===== src/rtl/ahsd_pkg.sv =====
package ahsd_pkg;

  localparam int unsigned WORDS      = 20;
  localparam int unsigned STORE_D    = 21;
  localparam int unsigned LAST_POS   = 23;
  localparam int unsigned MAX_COUNT  = 2000000;
  localparam int unsigned MAX_FILES  = 1000000;
  localparam int unsigned MIN_OFFSET = 92;

  localparam logic [31:0] K_SALT  = 32'hA3C59AC3;
  localparam logic [31:0] K_MUL1  = 32'h85EBCA6B;
  localparam logic [31:0] K_MUL2  = 32'hC2B2AE35;
  localparam logic [31:0] K_ADD1  = 32'h165667B1;
  localparam logic [31:0] K_SUB1  = 32'h7A143595;
  localparam logic [31:0] K_GOLD  = 32'h9E3779B9;
  localparam logic [31:0] K_CSUB  = 32'h61C88647;
  localparam logic [31:0] K_CADD  = 32'h3C6EF372;
  localparam logic [31:0] K_XMIX  = 32'h1B873593;
  localparam logic [31:0] K_IDXM  = 32'h27D4EB2D;
  localparam logic [31:0] K_IDXA  = 32'h7F4A7C15;
  localparam logic [31:0] K_SUB0  = 32'hE9A9984F;

  function automatic logic [31:0] mul_lo(input logic [31:0] a, input logic [31:0] b);
    logic [63:0] p;
    p = 64'(a) * 64'(b);
    return p[31:0];
  endfunction

  function automatic logic [31:0] odd_inverse(input logic [31:0] v);
    logic [31:0] r;
    r = v;
    for (int i = 0; i < 5; i++) begin
      r = mul_lo(r, 32'd2 - mul_lo(v, r));
    end
    return r;
  endfunction

  localparam logic [31:0] INV_MUL1 = odd_inverse(K_MUL1);
  localparam logic [31:0] INV_MUL2 = odd_inverse(K_MUL2);

  // tail byte constants, indexed by byte number in the tail
  function automatic logic [31:0] idx_mix(input logic [1:0] t);
    case (t)
      2'd0:    return mul_lo(32'd80, K_IDXM) + K_IDXA;
      2'd1:    return mul_lo(32'd81, K_IDXM) + K_IDXA;
      2'd2:    return mul_lo(32'd82, K_IDXM) + K_IDXA;
      default: return mul_lo(32'd83, K_IDXM) + K_IDXA;
    endcase
  endfunction

  function automatic logic [31:0] tail_side(input logic [1:0] t);
    case (t)
      2'd0:    return mul_lo(32'd80, K_GOLD);
      2'd1:    return mul_lo(32'd81, K_GOLD);
      2'd2:    return mul_lo(32'd82, K_GOLD);
      default: return mul_lo(32'd83, K_GOLD);
    endcase
  endfunction

  function automatic logic [31:0] rotl(input logic [31:0] v, input logic [4:0] s);
    logic [63:0] d;
    d = {v, v} << s;
    return d[63:32];
  endfunction

endpackage


===== src/rtl/archive_header_stream_decoder.sv =====
// Decodes one 84-byte catalog header (20 cipher words then 4 tail bytes) for one trial
// count, giving one plain word or byte per input word. All multiplies go through a single
// registered 32x32 multiplier driven by a small sequencer, and the block takes one word at
// a time: a cipher word takes two multiplier passes before the next ready, a tail byte one
// pass, a start word first runs the key inversion, and the final tail byte then runs the
// structure checks, done one check per cycle. A finished result waits in the output
// register while the next word is taken. archive_bytes may be written at any idle time
// through the cfg channel.
module archive_header_stream_decoder (
  input  logic        clk,
  input  logic        rst_n,
  input  logic        in_tvalid,
  output logic        in_tready,
  input  logic [55:0] in_tdata,   // cipher[31:0], trial_count[52:32], zero pad
  input  logic        in_tuser,   // start_req
  output logic        out_tvalid,
  input  logic        out_tready,
  output logic [71:0] out_tdata,  // plain[31:0], position[36:32], header_ok[37],
                                  // recovered_key[69:38], zero pad
  output logic        out_tlast,
  input  logic        cfg_valid,
  output logic        cfg_ready,
  input  logic [33:0] cfg_data
);

  typedef enum logic [3:0] {
    S_IDLE, S_PREP, S_K1, S_K2, S_DEC, S_M1, S_M2, S_TAIL, S_CHK, S_DONE
  } state_t;

  state_t      state_r;
  logic [33:0] lim_r;
  logic [31:0] cin_r;
  logic        start_r;
  logic [20:0] cnt_in_r;
  logic [31:0] rk_r, cw_r, chain_r, side_r, prior_r, dkey_r, plain_r;
  logic [4:0]  pos_r;
  logic [20:0] held_r;
  logic [31:0] hdr_r [0:ahsd_pkg::STORE_D-1];
  logic        ok_r;
  logic [3:0]  step_r;
  logic        out_valid_r, out_last_r, out_ok_r;
  logic [31:0] out_plain_r, out_key_r;
  logic [4:0]  out_pos_r;

  logic [31:0] mul_a, mul_b, mul_p;

  ahsd_mul u_mul (.clk(clk), .a(mul_a), .b(mul_b), .p_r(mul_p));

  // combinational pieces of each step
  logic [31:0] mk, k1m, mm1, mm2;
  logic [31:0] ev_rk, ev_side, ev_chain, ev_prior, od_x;
  logic [31:0] tl_side, tl_chain, tl_m, tl_m2;
  logic [4:0]  tl_rot;
  logic [1:0]  tb;
  logic        is_tail, is_even;

  assign tb      = pos_r[1:0];
  assign is_tail = (pos_r >= 5'(ahsd_pkg::WORDS));
  assign is_even = !pos_r[0];

  always_comb begin
    mk  = (cin_r ^ 32'(cnt_in_r));
    mk  = mk ^ (mk >> 13) ^ (mk >> 26);
    k1m = mul_p ^ (mul_p >> 16);
    k1m = ahsd_pkg::rotl(k1m, 5'd25);
    mm1 = ahsd_pkg::rotl(mul_p, 5'd7);
    mm1 = mm1 ^ (mm1 >> 16);
    mm2 = mul_p ^ (mul_p >> 13);

    ev_rk   = rk_r ^ side_r;
    ev_side = side_r;
    if (chain_r != 32'd0) begin
      ev_side = side_r + ahsd_pkg::K_MUL2;
      ev_rk   = ahsd_pkg::rotl(ev_rk ^ chain_r, 5'd11) + ahsd_pkg::K_ADD1;
    end
    ev_chain = cin_r ^ prior_r;
    ev_prior = prior_r;
    if (ev_rk != 32'd0) begin
      ev_chain = ahsd_pkg::rotl(ev_chain ^ ev_rk, 5'd7) - ahsd_pkg::K_SUB1;
      ev_prior = prior_r + ahsd_pkg::K_GOLD;
    end
    od_x = (cw_r - ahsd_pkg::K_CSUB) ^ chain_r ^ ahsd_pkg::K_XMIX;

    tl_side  = side_r ^ rk_r;
    tl_rot   = (tb == 2'd0) ? 5'd11 : {1'b0, chain_r[3:0] ^ rk_r[3:0]};
    tl_chain = ahsd_pkg::rotl(chain_r ^ tl_side, tl_rot)
             - ((tb == 2'd0) ? ahsd_pkg::K_SUB0 : ahsd_pkg::K_SUB1);
    tl_m     = tl_chain ^ ahsd_pkg::idx_mix(tb);
    tl_m2    = tl_m ^ (tl_m >> 15);
  end

  always_comb begin
    mul_a = 32'd0;
    mul_b = ahsd_pkg::K_MUL1;
    case (state_r)
      S_PREP: begin
        mul_a = mk;
        mul_b = ahsd_pkg::INV_MUL2;
      end
      S_K1: begin
        mul_a = k1m;
        mul_b = ahsd_pkg::INV_MUL1;
      end
      S_DEC: begin
        if (is_tail)      mul_a = tl_m2;
        else if (is_even) mul_a = ev_rk ^ cw_r ^ ahsd_pkg::K_SALT;
        else              mul_a = od_x;
      end
      S_M1: begin
        mul_a = mm1;
        mul_b = ahsd_pkg::K_MUL2;
      end
      default: ;
    endcase
  end

  // structure checks, one check per step
  logic        chk;
  logic [35:0] w0x12, w1x12;
  logic [32:0] s58, s811, s1114, s1417, s1517;

  always_comb begin
    w0x12 = 36'({hdr_r[0], 3'b0}) + 36'({hdr_r[0], 2'b0});
    w1x12 = 36'({hdr_r[1], 3'b0}) + 36'({hdr_r[1], 2'b0});
    s58   = 33'(hdr_r[5])  + 33'(hdr_r[3]);
    s811  = 33'(hdr_r[8])  + 33'(hdr_r[6]);
    s1114 = 33'(hdr_r[11]) + 33'(hdr_r[9]);
    s1417 = 33'(hdr_r[14]) + 33'(hdr_r[12]);
    s1517 = 33'(hdr_r[17]) + 33'(hdr_r[15]);
    case (step_r)
      4'd0: chk = (hdr_r[0] == 32'(held_r)) && (hdr_r[0] <= ahsd_pkg::MAX_COUNT)
                  && (hdr_r[1] <= ahsd_pkg::MAX_FILES);
      4'd1: chk = (36'(hdr_r[3]) == w1x12);
      4'd2: chk = (36'(hdr_r[6]) == w0x12);
      4'd3: chk = (s58 == 33'(hdr_r[8]));
      4'd4: chk = (s811 == 33'(hdr_r[11]));
      4'd5: chk = (s1114 == 33'(hdr_r[14]));
      4'd6: chk = (s1417 == 33'(hdr_r[17]));
      4'd7: chk = (hdr_r[5] >= ahsd_pkg::MIN_OFFSET) && (34'(s1517) <= lim_r);
      4'd8: chk = (34'(hdr_r[20]) <= lim_r);
      default: chk = 1'b1;
    endcase
  end

  always_ff @(posedge clk) begin
    if (!rst_n) begin
      state_r     <= S_IDLE;
      lim_r       <= 34'h200000000;
      rk_r        <= '0;
      cw_r        <= '0;
      chain_r     <= '0;
      side_r      <= '0;
      prior_r     <= '0;
      pos_r       <= '0;
      held_r      <= '0;
      dkey_r      <= '0;
      out_valid_r <= 1'b0;
    end else begin
      if (cfg_valid) lim_r <= cfg_data;
      // a word loaded in S_DONE takes over the register in the same cycle
      if (out_valid_r && out_tready && (state_r != S_DONE)) out_valid_r <= 1'b0;
      case (state_r)
        S_IDLE: begin
          if (in_tvalid) begin
            cin_r    <= in_tdata[31:0];
            cnt_in_r <= in_tdata[52:32];
            start_r  <= in_tuser;
            state_r  <= S_PREP;
          end
        end
        S_PREP: begin
          if (start_r) begin
            held_r  <= cnt_in_r;
            cw_r    <= '0;
            chain_r <= '0;
            side_r  <= '0;
            prior_r <= '0;
            pos_r   <= '0;
            state_r <= S_K1;
          end else begin
            state_r <= S_DEC;
          end
        end
        S_K1: state_r <= S_K2;
        S_K2: begin
          dkey_r  <= mul_p ^ ahsd_pkg::K_SALT;
          rk_r    <= mul_p ^ ahsd_pkg::K_SALT;
          state_r <= S_DEC;
        end
        S_DEC: begin
          if (is_tail) begin
            chain_r <= tl_chain;
            rk_r    <= {24'd0, cin_r[7:0]};
            side_r  <= ahsd_pkg::tail_side(tb);
            state_r <= S_TAIL;
          end else if (is_even) begin
            rk_r    <= ev_rk;
            side_r  <= ev_side;
            chain_r <= ev_chain;
            prior_r <= ev_prior;
            state_r <= S_M1;
          end else begin
            cw_r    <= cw_r + ahsd_pkg::K_CADD;
            rk_r    <= cin_r;
            state_r <= S_M1;
          end
        end
        S_M1: state_r <= S_M2;
        S_M2: begin
          plain_r      <= cin_r ^ mm2;
          hdr_r[pos_r] <= cin_r ^ mm2;
          ok_r         <= 1'b0;
          state_r      <= S_DONE;
        end
        S_TAIL: begin
          plain_r <= {24'd0, cin_r[7:0] ^ mul_p[7:0] ^ mul_p[20:13]};
          case (tb)
            2'd0: hdr_r[20][7:0]   <= cin_r[7:0] ^ mul_p[7:0] ^ mul_p[20:13];
            2'd1: hdr_r[20][15:8]  <= cin_r[7:0] ^ mul_p[7:0] ^ mul_p[20:13];
            2'd2: hdr_r[20][23:16] <= cin_r[7:0] ^ mul_p[7:0] ^ mul_p[20:13];
            default: hdr_r[20][31:24] <= cin_r[7:0] ^ mul_p[7:0] ^ mul_p[20:13];
          endcase
          ok_r    <= (tb == 2'd3);
          step_r  <= '0;
          state_r <= (tb == 2'd3) ? S_CHK : S_DONE;
        end
        S_CHK: begin
          ok_r   <= ok_r & chk;
          step_r <= step_r + 4'd1;
          if (step_r == 4'd8) state_r <= S_DONE;
        end
        S_DONE: begin
          // hand the word to the output register once it is free
          if (!out_valid_r || out_tready) begin
            out_valid_r <= 1'b1;
            out_plain_r <= plain_r;
            out_pos_r   <= pos_r;
            out_last_r  <= (pos_r == 5'(ahsd_pkg::LAST_POS));
            out_ok_r    <= ok_r;
            out_key_r   <= dkey_r;
            pos_r       <= (pos_r >= 5'(ahsd_pkg::LAST_POS)) ? 5'd0 : pos_r + 5'd1;
            state_r     <= S_IDLE;
          end
        end
        default: state_r <= S_IDLE;
      endcase
    end
  end

  assign in_tready  = (state_r == S_IDLE);
  assign cfg_ready  = 1'b1;
  assign out_tvalid = out_valid_r;
  assign out_tlast  = out_last_r;
  assign out_tdata  = {2'b00, out_key_r, out_ok_r, out_pos_r, out_plain_r};

endmodule


===== src/rtl/ahsd_mul.sv =====
module ahsd_mul (
  input  logic        clk,
  input  logic [31:0] a,
  input  logic [31:0] b,
  output logic [31:0] p_r
);

  logic [63:0] full;

  assign full = 64'(a) * 64'(b);

  always_ff @(posedge clk) begin
    p_r <= full[31:0];
  end

endmodule

===== config.mk =====
export PLATFORM = sky130hd
export DESIGN_NAME = archive_header_stream_decoder
export DESIGN_NICKNAME = d
export VERILOG_FILES = /design/src/rtl/ahsd_pkg.sv /design/src/rtl/archive_header_stream_decoder.sv /design/src/rtl/ahsd_mul.sv
export SDC_FILE = /design/constraint.sdc
export NUM_CORES = 2
export LEC_CHECK = 0
export ABC_CLOCK_PERIOD_IN_PS = 27200
export BUFFER_PORTS_ARGS = -buffer_cell sky130_fd_sc_hd__buf_4
export CAP_MARGIN = 20
export CORE_ASPECT_RATIO = 0.8
export CORE_MARGIN = 4
export CORE_UTILIZATION = 70
export CTS_CLUSTER_DIAMETER = 60
export DETAILED_ROUTE_END_ITERATION = 8
export PLACE_DENSITY = 0.88
export SETUP_SLACK_MARGIN = 0.5
export SYNTH_ARGS = -nofsm -noshare
export SYNTH_HDL_FRONTEND = slang
export SYNTH_SLANG_ARGS = --single-unit
export TNS_END_PERCENT = 50

===== constraint.sdc =====
create_clock -name clk -period 27.2 [get_ports clk]
set_input_delay 5.44 -clock clk [delete_from_list [all_inputs] [get_ports clk]]
set_output_delay 5.44 -clock clk [all_outputs]
set_load 0.1 [all_outputs]

**Yosys cells after proc, flatten, opt, wreduce, memory -nomap -nowiden**

Memory sizes are Yosys's and may differ from the RTL's.
Index checks and enable logic that the tools add are counted.

- Add/subtract/negate cells: 16
- $mul: 1
- Magnitude comparators: 7
- Equality and inequality tests: 39
- Shifts and indexed selects: 1
- Muxes and demuxes: 68
- Bitwise logic cells: 22
- Reductions and logical operators: 32

Operator list:

| kind | number |
|---|---|
| 32-bit 2-to-1 mux | 19 |
| 32-bit case mux with 2 select lines | 6 |
| 32-bit case mux with 3 select lines | 3 |
| 32-bit XOR | 8 |
| 32-bit by 32-bit adder with 33-bit output | 5 |
| 33-bit by 32-bit == test with 1-bit output | 4 |
| 32-bit case mux with 4 select lines | 1 |
| 35-bit by 34-bit adder with 36-bit output | 2 |
| 32-bit by 36-bit == test with 1-bit output | 2 |
| 32-bit adder, second input constant | 2 |
| 32-bit nonzero test | 2 |
| 64-bit by 4-bit left shift with 64-bit output | 1 |
| 32-bit by 31-bit subtractor with 32-bit output, second input constant | 2 |
| 32-bit by 16-bit XOR with 32-bit output | 2 |
| 32-bit by 19-bit XOR with 32-bit output | 2 |
| 16-bit NOT | 3 |
| 4-bit case mux with 10 select lines | 1 |
| 32-bit by 34-bit less-or-equal comparator with 1-bit output | 1 |
| 33-bit by 34-bit less-or-equal comparator with 1-bit output | 1 |
| 32-bit by 29-bit adder with 32-bit output, second input constant | 1 |
| 32-bit by 30-bit adder with 32-bit output, second input constant | 1 |
| 32-bit by 21-bit == test with 1-bit output | 1 |
| 4-bit by 3-bit == test with 1-bit output, second input constant | 8 |
| 32-bit by 7-bit greater-or-equal comparator with 1-bit output, second input constant | 1 |
| 44 further kinds | 107 |

- Register bits after elaboration: 451
- Memory bits (writable): 672
- Bits of input ports: 96
- Output and inout bits: 76
- Word-level logic and storage cells: 210
- Memories kept: 1

Memories:

| name | words | width | read ports | clocked after Yosys merged registers in | wr ports | line | source |
|---|---|---|---|---|---|---|---|
| hdr_r | 21 | 32 | 13 | 0 | 1 | archive_header_stream_decoder.sv:38 | `logic [31:0] hdr_r [0:ahsd_pkg::STORE_D-1];` |

**Depth between registers and ports, before layout**

- Word-level depth: 10
- Mapped depth: 61
- Mapped depth without buffers: 55

**Modules after synthesis**

Synthesis repeated with hierarchy kept, for this count alone.

- Cells, all modules: 7,821
- Area, all modules: 74,287.5 µm²

By module, submodules not included:

| module | times used | cells an instance | area each (µm²) | seq. area each (µm²) |
|---|---|---|---|---|
| archive_header_stream_decoder | 1 | 6,028 | 57,647.8 | 22,481.6 |
| ahsd_mul | 1 | 1,793 | 16,639.7 | 640.6 |

**Worst setup path before layout**

No wires, ideal clock.

- Path kind: register -> register
- Start: reg pos_r[0]
- End: reg u_mul.p_r[31]
- Setup time: 0.122 ns
- Arrival: 12.908 ns
- Required time: 27.078 ns
- Setup slack: 14.171 ns
- Cell stages (with the launch flop): 58
- Path buffers: 7
- Clock period less this slack: 13.029 ns
- Cells stage by stage: dfxtp_1 inv_1 clkbuf_1 buf_1 ha_1 inv_1 nand2_1 clkbuf_1 buf_2 buf_1 clkbuf_1 o211ai_1 a21boi_0 ha_1 inv_1 o41a_1 a311o_1 a2111o_1 [22 not listed] inv_1 fa_1 inv_1 fa_1 inv_1 ha_1 o21a_1 o21ai_0 nand2_1 o21ai_0 a31oi_1 a211o_1 a21o_1 a21boi_0 o21ai_0 xnor2_1 xnor3_1 xor2_1

- Cells in the longest elaborated chain, start to end: 9
- Elaborated cells between the ends (all ways): 15
- Those cells by class: add/sub: 1; mul: 1; order compare: 1; eq/ne: 2; shift: 1; mux: 6; bitwise: 2; reduce/logical: 1

RTL lines:

| element | line | source |
|---|---|---|
| start: declaration | archive_header_stream_decoder.sv:36 | `logic [4:0] pos_r;` |
| start signal: assignment | archive_header_stream_decoder.sv:241 | `pos_r <= (pos_r >= 5'(ahsd_pkg::LAST_POS)) ? 5'd0 : pos_r + 5'd1;` |
| 2-bit logical NOT | ahsd_pkg.sv:43, archive_header_stream_decoder.sv:85, archive_header_stream_decoder.sv:87 |  |
| 4-bit 2-to-1 mux | archive_header_stream_decoder.sv:85 | `tl_rot = (tb == 2'd0) ? 5'd11 : {1'b0, chain_r[3:0] ^ rk_r[3:0]};` |
| 64-bit by 4-bit left shift with 64-bit output | ahsd_pkg.sv:62 | `d = {v, v} << s;` |
| 32-bit subtractor | archive_header_stream_decoder.sv:87 | `- ((tb == 2'd0) ? ahsd_pkg::K_SUB0 : ahsd_pkg::K_SUB1);` |
| 32-bit XOR | archive_header_stream_decoder.sv:88 | `tl_m = tl_chain ^ ahsd_pkg::idx_mix(tb);` |
| 32-bit by 17-bit XOR with 32-bit output | archive_header_stream_decoder.sv:89 | `tl_m2 = tl_m ^ (tl_m >> 15);` |
| 32-bit 2-to-1 mux (*) | archive_header_stream_decoder.sv:105 | `if (is_tail) mul_a = tl_m2;` |
| 32-bit case mux with 4 select lines (*) | archive_header_stream_decoder.sv:95 | `case (state_r)` |
| 32-bit by 32-bit multiplier with 32-bit output (*) | ahsd_mul.sv:10 | `assign full = 64'(a) * 64'(b);` |
| via u_mul.full[31] | ahsd_mul.sv:8 | `logic [63:0] full;` |
| end signal: assignment | ahsd_mul.sv:13 | `p_r <= full[31:0];` |
| end: declaration | ahsd_mul.sv:5 | `output logic [31:0] p_r` |

Mark *: on every way through the listed nets, which the timed path passes. The rest lies on a longest branch.
A chain may end at the register's enable or synchronous reset.

**Worst setup path after layout**

- Start: reg pos_r[1]
- End: reg u_mul.p_r[31]

Same word-level chain as after synthesis.

==> out/results.txt <==
Clk Tree Root Cell - sky130_fd_sc_hd__clkbuf_16
Post-CTS Resized - 0
Number of H-tree branching levels - 3
Width of the die - 361 um
Buffering stage count on the worst path with inverters included - 10
Final worst setup slack - 10.27 ns
Timing startpoint of the critical path - pos_r[1]
Estimated wirelength of the detail-placed design - 203 mm
Worst-case clock skew - 0.0612 ns
Final-layout worst hold slack - 0.419 ns
Number of global-route vias before repair - 59000
GR Util met2 - 0.684
Instance area after placement - 72400 um^2
CP delay by family, top - compound AO/OA/AOI/OAI gates
Fraction of registers with async set or reset after synthesis - 0
Critical path required time - 27.79 ns
Area enclosed by the die boundary - 105000 um^2
Clock insertion delay at the later pin of the skew report - 0.75 ns
Peak-usage layer in the global routing report - met2
Period minus WS final - 16.93 ns
Final Setup Violations - 0
Worst flop-to-flop path startpoint - pos_r[1]
CTS tree - done
Primary flip-flop cell chosen by synthesis mapping - sky130_fd_sc_hd__edfxtp_1
First DRT Iteration DRCs - 10500
Data arrival, critical path - 17.52 ns
Number of optimization iterations in the first detailed-route pass - 9
Register area share after synthesis - 0.332
Sequential cell area in the final layout - 23100 um^2
Slack of the worst reg-to-reg path - 10.27 ns
# nets final - 8324
Result of the run - finished, violations left
CTS clock-pin slew for the worst setup and hold paths - 0.07 ns
Met3 GRT Util - 0.217
Violations in the final reports - DRC
Mapped Cells - 7248
CP endpoint kind - flop
Yosys synthesis warning count - 0
Die Height - 290 um
Number of unique standard cell types used by synthesis - 118
Largest net degree at the start of global routing - 80
Clock tree sinks - 866
Sort of element at the start of the critical path - flop
Worst min-delay path class - flop to flop
CP max stage cell - sky130_fd_sc_hd__dfxtp_1
Worst path max stage delay - 0.81 ns
Layout Area Growth over Synthesis - 8.69%
Number of antenna violations at the first check in global routing - 19
Weighted congestion reported at the end of routability-driven placement - 1.13
Vias - 61000
Number of top-level design ports - 172
Worst slew margin relative to its limit - 0.135
Filler Cells Inserted - 6548
Number of flops mapped to enable cells by yosys - 578
Count of max-cap constraint violations - 0
Area occupied by multi-input gates - 42600 um^2
Critical path type - flop to flop
Worst path most repeated cell - sky130_fd_sc_hd__inv_1
Count of final hold-check violations - 0
Crit-path max FO - 31
Port Buf Inserts - 165
Actual slew at the worst max-slew pin - 1.29 ns
Reg2Reg Capture Point - u_mul.p_r[31]
End point of the critical path - u_mul.p_r[31]
Cts hold-fix bufs - 0
Post-detailed-routing wire length - 263 mm
Ratio of final minimum period to clock period - 0.623
Total global-route track usage - 0.489
Number of post-CTS setup repair buffers - 0
Total clock buffers created by CTS - 91
Post-synthesis instance area - 69600 um^2
Largest buffer count on any clock path - 3
Number of storage elements in the synthesis netlist - 866
Fraction of final layout cells sized beyond drive strength 1 - 0.0788
Crit path depth - 48
Highest Clock Rate - 0.0591 GHz
Ratio of routed vias to standard cells - 6.97
Initial Utilization - 0.705
Worst reg2reg path depth - 48
Overall overflow remaining after global route - 0
RSZ-0062 raised after global routing - false
Antenna Violating Nets Remaining - 0
Global-route wire length before repair - 380 mm
Detail-routed net length per standard cell - 30.0 um
Avg Cell Area, Syn - 9.60 um^2
Core Box Area - 98700 um^2
Met1 capacity usage during global routing - 0.620
Placement Setup Slack - 11.01 ns
Count of standard-cell rows - 103
Remaining design rule violation count - 123
Final-layout setup total negative slack - 0 ns
Finished Cell Area - 75700 um^2
Final count of pins violating max slew - 0
[cell usage in the layout, fill, tap and decap left out, types with 32 or more instances in the layout]
master                      count
sky130_fd_sc_hd__o211ai_1      37
sky130_fd_sc_hd__a21o_1       109
sky130_fd_sc_hd__o21a_1        43
sky130_fd_sc_hd__xnor2_1      610
sky130_fd_sc_hd__ha_1         530
sky130_fd_sc_hd__nand2_1      574
sky130_fd_sc_hd__a221oi_1      34
sky130_fd_sc_hd__edfxtp_1     578
sky130_fd_sc_hd__xor2_1       276
sky130_fd_sc_hd__and2_1        41
sky130_fd_sc_hd__fa_1         353
sky130_fd_sc_hd__nand4_1       69
sky130_fd_sc_hd__clkbuf_16     95
sky130_fd_sc_hd__o21bai_1      39
sky130_fd_sc_hd__inv_1        777
sky130_fd_sc_hd__nor4_1        49
sky130_fd_sc_hd__mux2i_1       77
sky130_fd_sc_hd__nor3_1       115
sky130_fd_sc_hd__and3_1        32
sky130_fd_sc_hd__o21ai_0      324
sky130_fd_sc_hd__nand3_1      119
sky130_fd_sc_hd__buf_4        270
sky130_fd_sc_hd__a22oi_1       35
sky130_fd_sc_hd__nor2b_1       54
sky130_fd_sc_hd__or3_1         52
sky130_fd_sc_hd__nor2_1       612
sky130_fd_sc_hd__nand2b_1      66
sky130_fd_sc_hd__dfxtp_1      287
sky130_fd_sc_hd__a211oi_1      73
sky130_fd_sc_hd__a31oi_1       51
sky130_fd_sc_hd__a21oi_1      395
[Yosys cell counts (34+ instances only)]
cell / instances / area share
sky130_fd_sc_hd__a21o_1: 109 / 0.012
sky130_fd_sc_hd__clkbuf_1: 228 / 0.012
sky130_fd_sc_hd__a22oi_1: 35 / 0.0038
sky130_fd_sc_hd__nand3_1: 119 / 0.0086
sky130_fd_sc_hd__o211ai_1: 37 / 0.0040
sky130_fd_sc_hd__a21oi_1: 399 / 0.029
sky130_fd_sc_hd__xnor2_1: 616 / 0.078
sky130_fd_sc_hd__dfxtp_1: 288 / 0.083
sky130_fd_sc_hd__nor2b_1: 54 / 0.0049
sky130_fd_sc_hd__edfxtp_1: 578 / 0.25
sky130_fd_sc_hd__o21bai_1: 39 / 0.0042
sky130_fd_sc_hd__and2_1: 41 / 0.0037
sky130_fd_sc_hd__nand2_1: 576 / 0.031
sky130_fd_sc_hd__a221oi_1: 34 / 0.0043
sky130_fd_sc_hd__a211oi_1: 73 / 0.0079
sky130_fd_sc_hd__or3_1: 53 / 0.0048
sky130_fd_sc_hd__inv_1: 778 / 0.042
sky130_fd_sc_hd__a31oi_1: 51 / 0.0046
sky130_fd_sc_hd__mux2i_1: 77 / 0.011
sky130_fd_sc_hd__ha_1: 530 / 0.095
sky130_fd_sc_hd__nor4_1: 51 / 0.0046
sky130_fd_sc_hd__o21ai_0: 337 / 0.024
sky130_fd_sc_hd__nor2_1: 623 / 0.034
sky130_fd_sc_hd__o21a_1: 43 / 0.0046
sky130_fd_sc_hd__nand2b_1: 66 / 0.0059
sky130_fd_sc_hd__nand4_1: 69 / 0.0062
sky130_fd_sc_hd__nor3_1: 118 / 0.0085
sky130_fd_sc_hd__xor2_1: 276 / 0.035
sky130_fd_sc_hd__fa_1: 353 / 0.10
[cells by family (layout without fill, tap and decap cells)]
logic type / count (synthesis) / count (layout) / synth area share
DFF: 866 / 866 / 0.332
other: 2 / 17 / 0.000108
and+or+nand+nor: 1919 / 1919 / 0.128
muxes: 111 / 111 / 0.0209
AOI/OAI and AO/OA: 1475 / 1475 / 0.138
xor gates and xnor gates: 934 / 934 / 0.126
buffers and inverters: 1058 / 1233 / 0.0582
adders and majority gates: 883 / 883 / 0.197
[worst register-to-register path, delay by kind of cell, from the launching register on]
family,cells,cell delay (ns)
flip-flops,1,0.81
AND/OR/NAND/NOR,7,2.06
buffers and inverters,10,1.78
multiplexers,1,0.61
adder cells (fa/ha/maj),11,4.58
AO/OA/AOI/OAI,14,5.11
XOR/XNOR,5,1.84
[per-stage QoR]
stage,utilization,cells
3_5_place_dp,0.733,8557
4_1_cts,0.765,8729
3_3_place_gp,0.733,8555
6_report,0.766,8750
5_1_grt,0.766,8736
2_1_floorplan,-,7249
[metal layers]
metal,up-vias,share of wire,routed length [um]
met3,1429,0.17,44600
met1,28700,0.35,90900
met4,18,0.082,21500
li1,25300,-,-
met2,5445,0.40,105000
met5,-,0.0015,391
[registers in the layout, indices dropped and copies added (netlist names), 5 cells and up]
| signal | cells |
|---|---|
| out_pos_r | 5 |
| dkey_r | 32 |
| u_mul.p_r | 32 |
| out_key_r | 32 |
| held_r | 21 |
| out_plain_r | 32 |
| cin_r | 32 |
| pos_r | 5 |
| lim_r | 34 |
| hdr_r | 416 |
| cnt_in_r | 21 |
| cw_r | 31 |
| rk_r | 32 |
| prior_r | 32 |
| chain_r | 32 |
| side_r | 32 |
| plain_r | 32 |
[worst min path at each step]
| stage | from | end | slack, ns | cells past startpoint |
|---|---|---|---|---|
| global route | plain_r[21] | out_plain_r[21] | 0.42 | 0 |
| finish | plain_r[14] | out_plain_r[14] | 0.42 | 0 |
| global placement | plain_r[22] | out_plain_r[22] | 0.40 | 0 |
| CTS | plain_r[25] | out_plain_r[25] | 0.42 | 0 |
| floorplan | plain_r[0] | out_plain_r[0] | 0.40 | 0 |
| detailed placement | plain_r[16] | out_plain_r[16] | 0.40 | 0 |
[cell type report]
cell class,instances,area share
antenna,14,0.000463
clock buffer,110,0.0324
clock inverter,62,0.00915
inverter,782,0.0389
multi-input combinational,5325,0.564
sequential,866,0.306
tap,1312,0.0217
timing repair buffer,279,0.0281
Power is not shown: default switching activity piles up to over one toggle a cycle in this logic, so the estimate is an artifact.
